==> config.mk <==
export PLATFORM = sky130hd
export DESIGN_NAME = snr_weighted_bit_combiner_top_flat
export DESIGN_NICKNAME = d
export VERILOG_FILES = /design/src/design/snrc_pkg.sv /design/src/design/snrc_in_if.sv /design/src/design/snrc_out_if.sv /design/src/design/snr_weighted_bit_combiner_top.sv /design/src/flat_wrapper.sv
export SDC_FILE = /design/constraint.sdc
export NUM_CORES = 2
export LEC_CHECK = 0
export BUFFER_PORTS_ARGS = -buffer_cell sky130_fd_sc_hd__buf_2
export CORE_ASPECT_RATIO = 1.75
export CORE_MARGIN = 8
export CORE_UTILIZATION = 35
export CTS_CLUSTER_SIZE = 24
export DETAILED_ROUTE_END_ITERATION = 10
export SLEW_MARGIN = 10
export SYNTH_ARGS = -nofsm -noshare
export SYNTH_HDL_FRONTEND = slang
export SYNTH_SLANG_ARGS = --single-unit
export TNS_END_PERCENT = 5
==> constraint.sdc <==
create_clock -name clk -period 15.1 [get_ports clk]
set_clock_uncertainty 0.15 [all_clocks]
set_input_delay 2.265 -clock clk [delete_from_list [all_inputs] [get_ports clk]]
set_output_delay 2.265 -clock clk [all_outputs]
set_load 0.005 [all_outputs]
==> src/design/snrc_pkg.sv <==
// ---------------------------------------------------------------------------
// snrc_pkg
// Shared constants for the snr weighted bit combiner: snr width, copy count,
// register indexes, reset values and the refresh count.
// ---------------------------------------------------------------------------
`default_nettype none

package snrc_pkg;

  localparam int SNR_BITS_DEF = 8;
  localparam int NUM_COPIES   = 4;
  localparam int CFG_IDX_W    = 2;

  // configuration register indexes
  typedef enum logic [CFG_IDX_W-1:0] {
    CFG_SNR_A = 2'd0,
    CFG_SNR_B = 2'd1,
    CFG_SNR_C = 2'd2,
    CFG_SNR_D = 2'd3
  } cfg_idx_t;

  // reset value of every snr register, quarter-dB units
  localparam int SNR_RESET = 4;

  // cycles from a configuration write until the cross-products are valid
  localparam int REFRESH_CYCLES = 2;
  localparam int REFRESH_CNT_W  = 2;

endpackage

`default_nettype wire

==> src/design/snrc_in_if.sv <==
// ---------------------------------------------------------------------------
// snrc_in_if
// Request channel carrying one bit position from each of the four copies.
// ---------------------------------------------------------------------------
`default_nettype none

interface snrc_in_if;
  import snrc_pkg::*;

  logic valid;
  logic ready;
  logic copy_a_bit;
  logic copy_b_bit;
  logic copy_c_bit;
  logic copy_d_bit;

  modport source (
    output valid, copy_a_bit, copy_b_bit, copy_c_bit, copy_d_bit,
    input  ready
  );
  modport sink (
    input  valid, copy_a_bit, copy_b_bit, copy_c_bit, copy_d_bit,
    output ready
  );
endinterface

`default_nettype wire

==> src/design/snrc_out_if.sv <==
// ---------------------------------------------------------------------------
// snrc_out_if
// Result channel carrying the combined bit decision.
// ---------------------------------------------------------------------------
`default_nettype none

interface snrc_out_if;
  import snrc_pkg::*;

  logic valid;
  logic ready;
  logic decided_bit;

  modport source (
    output valid, decided_bit,
    input  ready
  );
  modport sink (
    input  valid, decided_bit,
    output ready
  );
endinterface

`default_nettype wire

==> src/design/snr_weighted_bit_combiner_top.sv <==
// ---------------------------------------------------------------------------
// snr_weighted_bit_combiner_top
// Combines four received copies of a bit by snr-weighted voting. Each copy's
// vote is scaled by the product of the other three snr magnitudes, so the
// decision is taken exactly in integer arithmetic.
// ---------------------------------------------------------------------------
//
//  channel   direction  handshake         payload
//  in_ch     in         valid/ready       copy_a_bit .. copy_d_bit
//  out_ch    out        valid/ready       decided_bit
//  cfg_*     in         write enable      cfg_index, cfg_data (SNR_BITS)
//
//  one request per cycle unless a stalled result or a refresh holds it off;
//  the result passes the input register, then the result register; the vote
//  adder and compare sit between them. a configuration write holds in_ch.ready
//  low while the two-stage multiplier chain refreshes the cross-products.
//  synchronous active-low reset; cross-products reset to 64 (all snr at 4).
//  a stalled result holds while the input register still takes a request if empty.
// ---------------------------------------------------------------------------
`default_nettype none

module snr_weighted_bit_combiner_top
  import snrc_pkg::*;
#(
  parameter int SNR_BITS = SNR_BITS_DEF
) (
  input  wire                 clk,
  input  wire                 rst_n,
  snrc_in_if.sink             in_ch,
  snrc_out_if.source          out_ch,
  input  wire                 cfg_we,
  input  wire [CFG_IDX_W-1:0] cfg_index,
  input  wire [SNR_BITS-1:0]  cfg_data
);

  localparam int PW2 = 2*SNR_BITS - 1;       // product of two magnitudes
  localparam int PW3 = 3*SNR_BITS - 2;       // product of three magnitudes
  localparam int SW  = PW3 + 2;              // sum of four cross-products
  localparam int VW  = SW + 3;               // sum scaled by a count up to 4

  localparam logic [SNR_BITS-1:0] SNR_RST = SNR_BITS'(SNR_RESET);
  localparam logic [PW2-1:0] PAIR_RST = PW2'(SNR_RESET * SNR_RESET);
  localparam logic [PW3-1:0] CROSS_RST = PW3'(SNR_RESET * SNR_RESET * SNR_RESET);

  // configuration and cross-products
  logic [SNR_BITS-1:0]      snr_r   [NUM_COPIES];
  logic [SNR_BITS-1:0]      mag     [NUM_COPIES];
  logic [PW2-1:0]           pab_r, pcd_r;
  logic [PW3-1:0]           cross_r [NUM_COPIES];
  logic [REFRESH_CNT_W-1:0] refresh_r;

  logic [2*SNR_BITS-1:0]    pab_full, pcd_full;
  logic [3*SNR_BITS-2:0]    cross_full [NUM_COPIES];

  always_comb begin
    for (int i = 0; i < NUM_COPIES; i++) begin
      if (snr_r[i][SNR_BITS-1]) begin
        mag[i] = SNR_BITS'(0) - snr_r[i];
      end else if (snr_r[i] == '0) begin
        mag[i] = SNR_BITS'(1);
      end else begin
        mag[i] = snr_r[i];
      end
    end
  end

  assign pab_full      = mag[CFG_SNR_A] * mag[CFG_SNR_B];
  assign pcd_full      = mag[CFG_SNR_C] * mag[CFG_SNR_D];
  assign cross_full[0] = mag[CFG_SNR_B] * pcd_r;
  assign cross_full[1] = mag[CFG_SNR_A] * pcd_r;
  assign cross_full[2] = mag[CFG_SNR_D] * pab_r;
  assign cross_full[3] = mag[CFG_SNR_C] * pab_r;

  always_ff @(posedge clk) begin
    if (!rst_n) begin
      for (int i = 0; i < NUM_COPIES; i++) begin
        snr_r[i]   <= SNR_RST;
        cross_r[i] <= CROSS_RST;
      end
      pab_r     <= PAIR_RST;
      pcd_r     <= PAIR_RST;
      refresh_r <= '0;
    end else begin
      if (cfg_we) begin
        snr_r[cfg_index] <= cfg_data;
        refresh_r        <= REFRESH_CNT_W'(REFRESH_CYCLES);
      end else if (refresh_r != '0) begin
        refresh_r <= refresh_r - 1'b1;
      end
      pab_r <= pab_full[PW2-1:0];
      pcd_r <= pcd_full[PW2-1:0];
      for (int i = 0; i < NUM_COPIES; i++) begin
        cross_r[i] <= cross_full[i][PW3-1:0];
      end
    end
  end

  // request pipeline: input register, then result register
  logic                  s1_valid_r;
  logic [NUM_COPIES-1:0] s1_bits_r;
  logic                  out_valid_r;
  logic                  out_bit_r;
  logic                  s1_adv;
  logic                  in_take;

  assign s1_adv      = s1_valid_r && (!out_valid_r || out_ch.ready);
  assign in_ch.ready = (refresh_r == '0) && (!s1_valid_r || s1_adv);
  assign in_take     = in_ch.valid && in_ch.ready;

  // weighted vote: k * sum(ones) against (4 - k) * sum(zeros)
  logic [SW-1:0] sum_one, sum_zero;
  logic [2:0]    k_ones, k_zeros;
  logic [VW-1:0] vote_pos, vote_neg;
  logic          decided_nxt;

  always_comb begin
    sum_one  = '0;
    sum_zero = '0;
    k_ones   = '0;
    for (int i = 0; i < NUM_COPIES; i++) begin
      k_ones = k_ones + 3'(s1_bits_r[i]);
      if (s1_bits_r[i]) begin
        sum_one = sum_one + SW'(cross_r[i]);
      end else begin
        sum_zero = sum_zero + SW'(cross_r[i]);
      end
    end
    k_zeros     = 3'(NUM_COPIES) - k_ones;
    vote_pos    = VW'(sum_one) * VW'(k_ones);
    vote_neg    = VW'(sum_zero) * VW'(k_zeros);
    decided_nxt = vote_pos > vote_neg;
  end

  always_ff @(posedge clk) begin
    if (!rst_n) begin
      s1_valid_r  <= 1'b0;
      out_valid_r <= 1'b0;
    end else begin
      if (in_take) begin
        s1_valid_r <= 1'b1;
      end else if (s1_adv) begin
        s1_valid_r <= 1'b0;
      end
      if (s1_adv) begin
        out_valid_r <= 1'b1;
      end else if (out_ch.ready) begin
        out_valid_r <= 1'b0;
      end
    end
    if (in_take) begin
      s1_bits_r <= {in_ch.copy_d_bit, in_ch.copy_c_bit,
                    in_ch.copy_b_bit, in_ch.copy_a_bit};
    end
    if (s1_adv) begin
      out_bit_r <= decided_nxt;
    end
  end

  assign out_ch.valid       = out_valid_r;
  assign out_ch.decided_bit = out_bit_r;

endmodule

`default_nettype wire
==> src/flat_wrapper.sv <==
// flat-port wrapper written by rule: the top's interface ports become plain ports
module snr_weighted_bit_combiner_top_flat import snrc_pkg::*;
#(
  parameter int SNR_BITS = SNR_BITS_DEF
)
  (clk, rst_n, cfg_we, cfg_index, cfg_data, in_ch_valid, in_ch_copy_a_bit, in_ch_copy_b_bit, in_ch_copy_c_bit, in_ch_copy_d_bit, in_ch_ready, out_ch_valid, out_ch_decided_bit, out_ch_ready);
  snrc_in_if in_ch_i ();
  snrc_out_if out_ch_i ();
  input  wire clk;
  input  wire rst_n;
  input  wire cfg_we;
  input  wire [CFG_IDX_W-1:0] cfg_index;
  input  wire [SNR_BITS-1:0] cfg_data;
  input wire logic [$bits(in_ch_i.valid)-1:0] in_ch_valid;
  input wire logic [$bits(in_ch_i.copy_a_bit)-1:0] in_ch_copy_a_bit;
  input wire logic [$bits(in_ch_i.copy_b_bit)-1:0] in_ch_copy_b_bit;
  input wire logic [$bits(in_ch_i.copy_c_bit)-1:0] in_ch_copy_c_bit;
  input wire logic [$bits(in_ch_i.copy_d_bit)-1:0] in_ch_copy_d_bit;
  output wire logic [$bits(in_ch_i.ready)-1:0] in_ch_ready;
  output wire logic [$bits(out_ch_i.valid)-1:0] out_ch_valid;
  output wire logic [$bits(out_ch_i.decided_bit)-1:0] out_ch_decided_bit;
  input wire logic [$bits(out_ch_i.ready)-1:0] out_ch_ready;
  assign in_ch_i.valid = in_ch_valid;
  assign in_ch_i.copy_a_bit = in_ch_copy_a_bit;
  assign in_ch_i.copy_b_bit = in_ch_copy_b_bit;
  assign in_ch_i.copy_c_bit = in_ch_copy_c_bit;
  assign in_ch_i.copy_d_bit = in_ch_copy_d_bit;
  assign in_ch_ready = in_ch_i.ready;
  assign out_ch_valid = out_ch_i.valid;
  assign out_ch_decided_bit = out_ch_i.decided_bit;
  assign out_ch_i.ready = out_ch_ready;
  snr_weighted_bit_combiner_top #(.SNR_BITS(SNR_BITS)) u_core (.clk(clk), .rst_n(rst_n), .in_ch(in_ch_i), .out_ch(out_ch_i), .cfg_we(cfg_we), .cfg_index(cfg_index), .cfg_data(cfg_data));
endmodule
; ---- Word-level counts from Yosys, hierarchy flattened
; Memories as Yosys holds them, arrays and structs flattened.
; Index checks and enable logic that the tools add are counted.
[op_classes]
addsub = 15
n_mux = 34
div = 0
shifts = 0
order_cmp = 1
eq_ne = 0
n_reduce_logical = 18
n_bitwise = 5
n_mul = 8
[ops]
columns = operator, count
row1 = $mux W24, 6
row2 = $mux W22, 6
row3 = $add A24 B22 Y24, 4
row4 = $mul A8 B15 Y22, 4
row5 = $mul A24 B3 Y27, 2
row6 = $add A22 B22 Y23, 2
row7 = $mux W8, 5
row8 = $logic_not A8 Y1, 4
row9 = $sub A1 B8 Y8 const A, 4
row10 = $mul A8 B8 Y15, 2
row11 = $mux W7, 4
row12 = $gt A27 B27 Y1, 1
row13 = $mux W1, 10
row14 = $reduce_bool A2 Y1, 4
row15 = $reduce_or A8 Y1, 1
row16 = $add A3 B1 Y3, 2
row17 = $mux W2, 3
row18 = $or A1 B1 Y1, 4
row19 = $logic_and A1 B1 Y1, 3
row20 = $sub A3 B3 Y3 const A, 1
row21 = $add A1 B1 Y2, 1
row22 = $logic_not A1 Y1, 2
row23 = $logic_not A2 Y1, 1
row24 = $logic_or A1 B1 Y1, 2
row25 = 3 further kinds, 3
[word_totals]
rom_bits = 0
out_inout_bits = 3
mem_bits_rw = 120
latchBits = 0
input_bits = 19
n_memories = 2
register_bits = 39
wordCells = 91
[mem_list]
columns = memory, words, word_bits, rd, rd_ports_with_merged_regs, write_ports, line_no
row1 = u_core.cross_r, 4, 22, 4, 0, 4, snr_weighted_bit_combiner_top.sv:49  ; logic [PW3-1:0] cross_r [NUM_COPIES];
row2 = u_core.snr_r, 4, 8, 4, 0, 4, snr_weighted_bit_combiner_top.sv:46  ; logic [SNR_BITS-1:0] snr_r [NUM_COPIES];

; ---- Longest topological paths before layout
; An unclocked memory read counts as a cell.
[depth]
depth_word = 10
mapped_depth = 56
depth_no_buf = 52

; ---- Worst setup path before layout
; OpenSTA, ideal clock, no wires.
[synth_timing]
path_kind = flip-flop to flip-flop
from = register u_core.s1_bits_r[0]
to = register u_core.out_bit_r, in the netlist u_core.out_ch.decided_bit (data pin)
path_buffers = 5
required_ns = 14.685
path_stages_with_launch = 54
path_slack_ns = 4.611
t_arrival_ns = 10.074
period_less_slack_ns = 10.489
setup_time_ns = 0.265
path_cell_list = edfxtp_1 > buf_4 > buf_2 > buf_2 > clkbuf_1 > nor2b_1 > ha_1 > fa_1 > maj3_2 > nand2_1 > nand3_2 > maj3_2 > and3_4 > o32ai_1 > o21bai_1 > xor2_1 > mux2i_1 > inv_1 > [... 18 more ...] > fa_1 > inv_1 > ha_1 > a21o_1 > or3_1 > a2111oi_0 > o31ai_1 > xnor2_1 > ha_1 > nor2b_1 > o21ai_0 > nand2b_1 > a21oi_1 > nor2b_1 > o21ai_0 > nand2b_1 > a221oi_1 > a31oi_1
[synth_between]
elab_chain_len = 9
word_cells_on_any_way = 21
cone_classes = add/sub: 10 / mul: 2 / order compare: 1 / mux: 8
[synth_lines]
columns = item, line_no
row1 = start: declaration, snr_weighted_bit_combiner_top.sv:100  ; logic [NUM_COPIES-1:0] s1_bits_r;
row2 = start signal: assignment, snr_weighted_bit_combiner_top.sv:151  ; s1_bits_r <= {in_ch.copy_d_bit, in_ch.copy_c_bit,
row3 = $mux W22, snr_weighted_bit_combiner_top.sv:122  ; if (s1_bits_r[i]) begin
row4 = $add A22 B22 Y23 (on tied branches), "snr_weighted_bit_combiner_top.sv:123, snr_weighted_bit_combiner_top.sv:125"
row5 = $mux W24, snr_weighted_bit_combiner_top.sv:122
row6 = $add A24 B22 Y24 (on tied branches), "snr_weighted_bit_combiner_top.sv:123, snr_weighted_bit_combiner_top.sv:125"
row7 = $mux W24, snr_weighted_bit_combiner_top.sv:122
row8 = $add A24 B22 Y24 (on tied branches), "snr_weighted_bit_combiner_top.sv:123, snr_weighted_bit_combiner_top.sv:125"
row9 = $mux W24, snr_weighted_bit_combiner_top.sv:122
row10 = $mul A24 B3 Y27 (on tied branches), "snr_weighted_bit_combiner_top.sv:129, snr_weighted_bit_combiner_top.sv:130"
row11 = $gt A27 B27 Y1 (*), snr_weighted_bit_combiner_top.sv:131  ; decided_nxt = vote_pos > vote_neg;
row12 = via u_core.decided_nxt, snr_weighted_bit_combiner_top.sv:114  ; logic decided_nxt;
row13 = end signal: assignment, snr_weighted_bit_combiner_top.sv:155  ; out_bit_r <= decided_nxt;
row14 = end: declaration, snr_weighted_bit_combiner_top.sv:102  ; logic out_bit_r;
; Mark *: on every way through the listed nets, which the timed path passes. The rest lies on a longest branch.
; A chain may end at the register's enable or synchronous reset.

; ---- Worst setup path in the final report
; Same ends and word-level chain as after synthesis.

==> results.py <==
metrics = {
    "synth": {
        "post_synth_num_cell_types": 90,
        "synth_nets": 5333,
        "netlist.area_leader.share_pct": 23.9,
        "syn_inst": 4433,
        "ys_ff_latch": 159,
        "ys_seq_area_share_pct": 9.85,
        "yosysWarnings": 0,
        "synth-async-reset-ratio_pct": 0,
        "synth_ff_type": "dfxtp_1",
        "ys_top_cells_by_area": "fa_1, ha_1, dfxtp_1",
        "synth_edf_count": 37,
        "synthesis.area_um2": 36100,
        "syn_avg_cell_area_um2": 8.14,
        "yosys.area.top_type": "fa_1",
    },
    "sta": {
        "hold_violations": 0,
        "finalMaxSlewViolations": 0,
        "hold-worst-slack_ns": 0.306,
        "timing.slew.headroom_pct": 30.5,
        "tightest_slew_ns": 1.03,
        "post-route-period-util_pct": 77.2,
        "setup-tns-final_ns": 0,
        "setup_viol": 0,
        "setup_ws_ns": 3.45,
        "rsz0062_at_grt": "false",
        "fmax_ghz": 0.0858,
        "fin_crit_ns": 11.65,
    },
    "placement": {
        "place_congestion": 0.940,
        "dp.cells": 5680,
        "pre_cts_ws_ns": 3.45,
        "hpwlAfterDp_mm": 87.5,
        "io_buffer_count": 21,
    },
    "final_layout": {
        "final_cell_mix": "nand2_1, inv_1, ha_1",
        "final_common_cell": "nand2_1",
        "fillers": 10736,
        "layout.cells.non_filler": 5716,
        "area_growth_syn_to_layout_pct": 6.18,
        "nNetsFinal": 5256,
        "layout-drive-gt1-share_pct": 4.58,
    },
    "pwr": {
        "ir_worst_vdd_uv": 117,
        "p_switching_w": 0.00474,
        "sequentialPowerShare_pct": 9.9,
        "power_density_nw_per_um2": 224,
        "combPwrFrac_pct": 84.4,
        "p_sw_share_pct": 55.2,
        "internal_power_w": 0.00385,
        "clock_power_share_pct": 5.6,
        "p_leak_nw": 18.2,
    },
    "detailed_routing": {
        "firstDrtPassIters": 5,
        "route.vias.total": 29920,
        "first_iter_violations": 1196,
        "post_drt_wl_per_cell_um": 18.3,
        "drc_errors": 0,
        "ant_nets": 0,
        "vias_per_cell": 5.23,
        "routed_wl_mm": 104,
    },
    "setup_path": {
        "rrSetupSlack_ns": 3.45,
        "crit_top_cell": "ha_1",
        "end_kind": "flip-flop",
        "rr_worst_depth": 48,
        "required_ns": 15.16,
        "path_class": "reg2reg",
        "r2r_start": "u_core.s1_bits_r[0]",
        "slowest_stage": "a2111oi_0",
        "cp-start-kind": "flip-flop",
        "slowest_delay_ns": 0.57,
        "worst-path-max-fanout": 67,
        "reg2reg_to": "u_core.out_ch.decided_bit",
        "cp.arrival_ns": 11.71,
    },
    "outcome": {
        "status": "finished clean",
    },
    "job": {
        "drv_cap": 0,
    },
    "worst_hold_path": {
        "hold_path.class": "reg2reg",
        "worstHoldStart": "u_core.refresh_r[0]",
        "holdPathStages": 1,
        "hold_end": "u_core.refresh_r[0]",
    },
    "floorplan": {
        "io_pins": 22,
        "rows": 156,
        "dieArea_um2": 114000,
        "core_um2": 103000,
        "initial_core_util_pct": 35.1,
        "dieHeight_um": 441,
        "die_w_um": 259,
    },
    "clock_network": {
        "cts_tree": "yes",
        "cts_max_path_buffers": 2,
        "cts_buffers": 17,
        "cts_setup_buffers": 0,
        "cts_root_buf": "clkbuf_16",
        "cts.htree.levels": 4,
        "ctsHoldBuffers": 0,
        "path_clk_slew_ns": 0.09,
        "cts-resized-gates": 0,
        "cts.sinks": 159,
        "clock_latency_ns": 0.48,
    },
    "global_route": {
        "track_usage_pct": 18.3,
        "grt_first_pass_wirelength_mm": 165,
        "antenna_found_initial": 4,
        "grt_overflow_total": 0,
        "grt_pass1_vias": 31578,
        "grt_max_degree": 80,
    },
}
## flip-flops by register name (all words and copies together) (netlist names)
| signal | count |
|---|---|
| u_core.s1_valid_r | 1 |
| u_core.pcd_r | 15 |
| u_core.out_ch.decided_bit | 1 |
| u_core.out_ch.valid | 1 |
| u_core.s1_bits_r | 4 |
| u_core.cross_r | 88 |
| u_core.snr_r | 32 |
| u_core.pab_r | 15 |
| u_core.refresh_r | 2 |
## logic make-up after synthesis
group | synth area share (%)
buffers and inverters | 7.87
muxes | 1.66
DFF | 9.85
adders and majority gates | 39.7
and+or+nand+nor | 20.6
AOI/OAI and AO/OA | 13.6
xor gates and xnor gates | 6.65
## synth_stat cells, types with 6 or more instances
library cell,count
xnor2_1,178
nor3_1,70
o31ai_1,15
ha_1,450
dfxtp_1,122
a21boi_0,9
a21oi_1,222
o21a_1,46
o22ai_1,8
clkbuf_1,155
inv_1,579
nand4_1,25
o21ai_1,9
buf_1,7
fa_1,431
a21o_1,87
nor2_1,270
nor2b_1,62
or2_2,22
or4_1,6
o211ai_1,20
nand2b_1,58
edfxtp_1,37
a211o_1,6
or3_1,18
o21ai_0,164
mux2i_1,17
a22oi_1,9
and3_1,32
o21bai_1,23
a211oi_1,26
a221oi_1,6
mux2_2,38
nand3_1,42
and2_1,319
xor2_1,93
nor3b_1,9
nor4_1,8
nand2_1,588
a31oi_1,26
## worst max-delay path by stage
| stage | start | endpoint |
|---|---|---|
| 2_1_floorplan | u_core.s1_bits_r[0] | u_core.out_ch.decided_bit |
| 3_3_place_gp | u_core.s1_bits_r[0] | u_core.out_ch.decided_bit |
| 3_5_place_dp | u_core.s1_bits_r[0] | u_core.out_ch.decided_bit |
| 4_1_cts | u_core.s1_bits_r[0] | u_core.out_ch.decided_bit |
| 5_1_grt | u_core.s1_bits_r[0] | u_core.out_ch.decided_bit |
| 6_report | u_core.s1_bits_r[0] | u_core.out_ch.decided_bit |
## final cells by class
cell class              count  area [µm²]  area share, %
diodes                      4        10.0         0.0261
clock buffers              21         514           1.34
clock inverters            11         128          0.333
inverters                 583        2190           5.71
multi-input cells        3523       29700           77.6
flip-flops and latches    159        3550           9.28
well taps                1343        1680           4.39
repair buffers             72         488           1.27
## critical path, delay by kind of cell, from the launching register on
| family | cells | cell delay (ns) |
|---|---|---|
| AOI/OAI and AO/OA | 18 | 4.16 |
| adders and majority gates | 9 | 3.21 |
| and+or+nand+nor | 12 | 1.67 |
| buffers and inverters | 3 | 0.67 |
| xor gates and xnor gates | 4 | 0.60 |
| muxes | 2 | 0.58 |
| DFF | 1 | 0.33 |
## power by group through the flow
stage | clock, W | combinational (W) | sequential [W]
finish | 0.000483 | 0.00725 | 0.000854
global route | 0.000511 | 0.00824 | 0.000862
CTS | 0.000494 | 0.00731 | 0.000851
detailed placement | 0 | 0.00726 | 0.000860
global placement | 0 | 0.00717 | 0.000860
floorplan | 0 | 0.00557 | 0.000632
## per-layer routing
| layer | up-vias | part of all wire, % | GRT usage (%) |
|---|---|---|---|
| li1 | 14374 | - | - |
| met1 | 14769 | 34 | 16.9 |
| met2 | 538 | 56 | 36.8 |
| met3 | 239 | 2.0 | 1.22 |
| met4 | 0 | 8.2 | 13.7 |
| met5 | - | 0 | 0 |
## stage by stage
step / power (W) / area [µm²] / util, %
after floorplan: 0.00620 / 36100 / -
after global placement: 0.00803 / 37700 / 36.7
after detailed placement: 0.00812 / 37700 / 36.7
after CTS: 0.00865 / 38300 / 37.3
after global routing: 0.00961 / 38300 / 37.3
final: 0.00859 / 38300 / 37.3
Power figures use the tool's default switching activity.
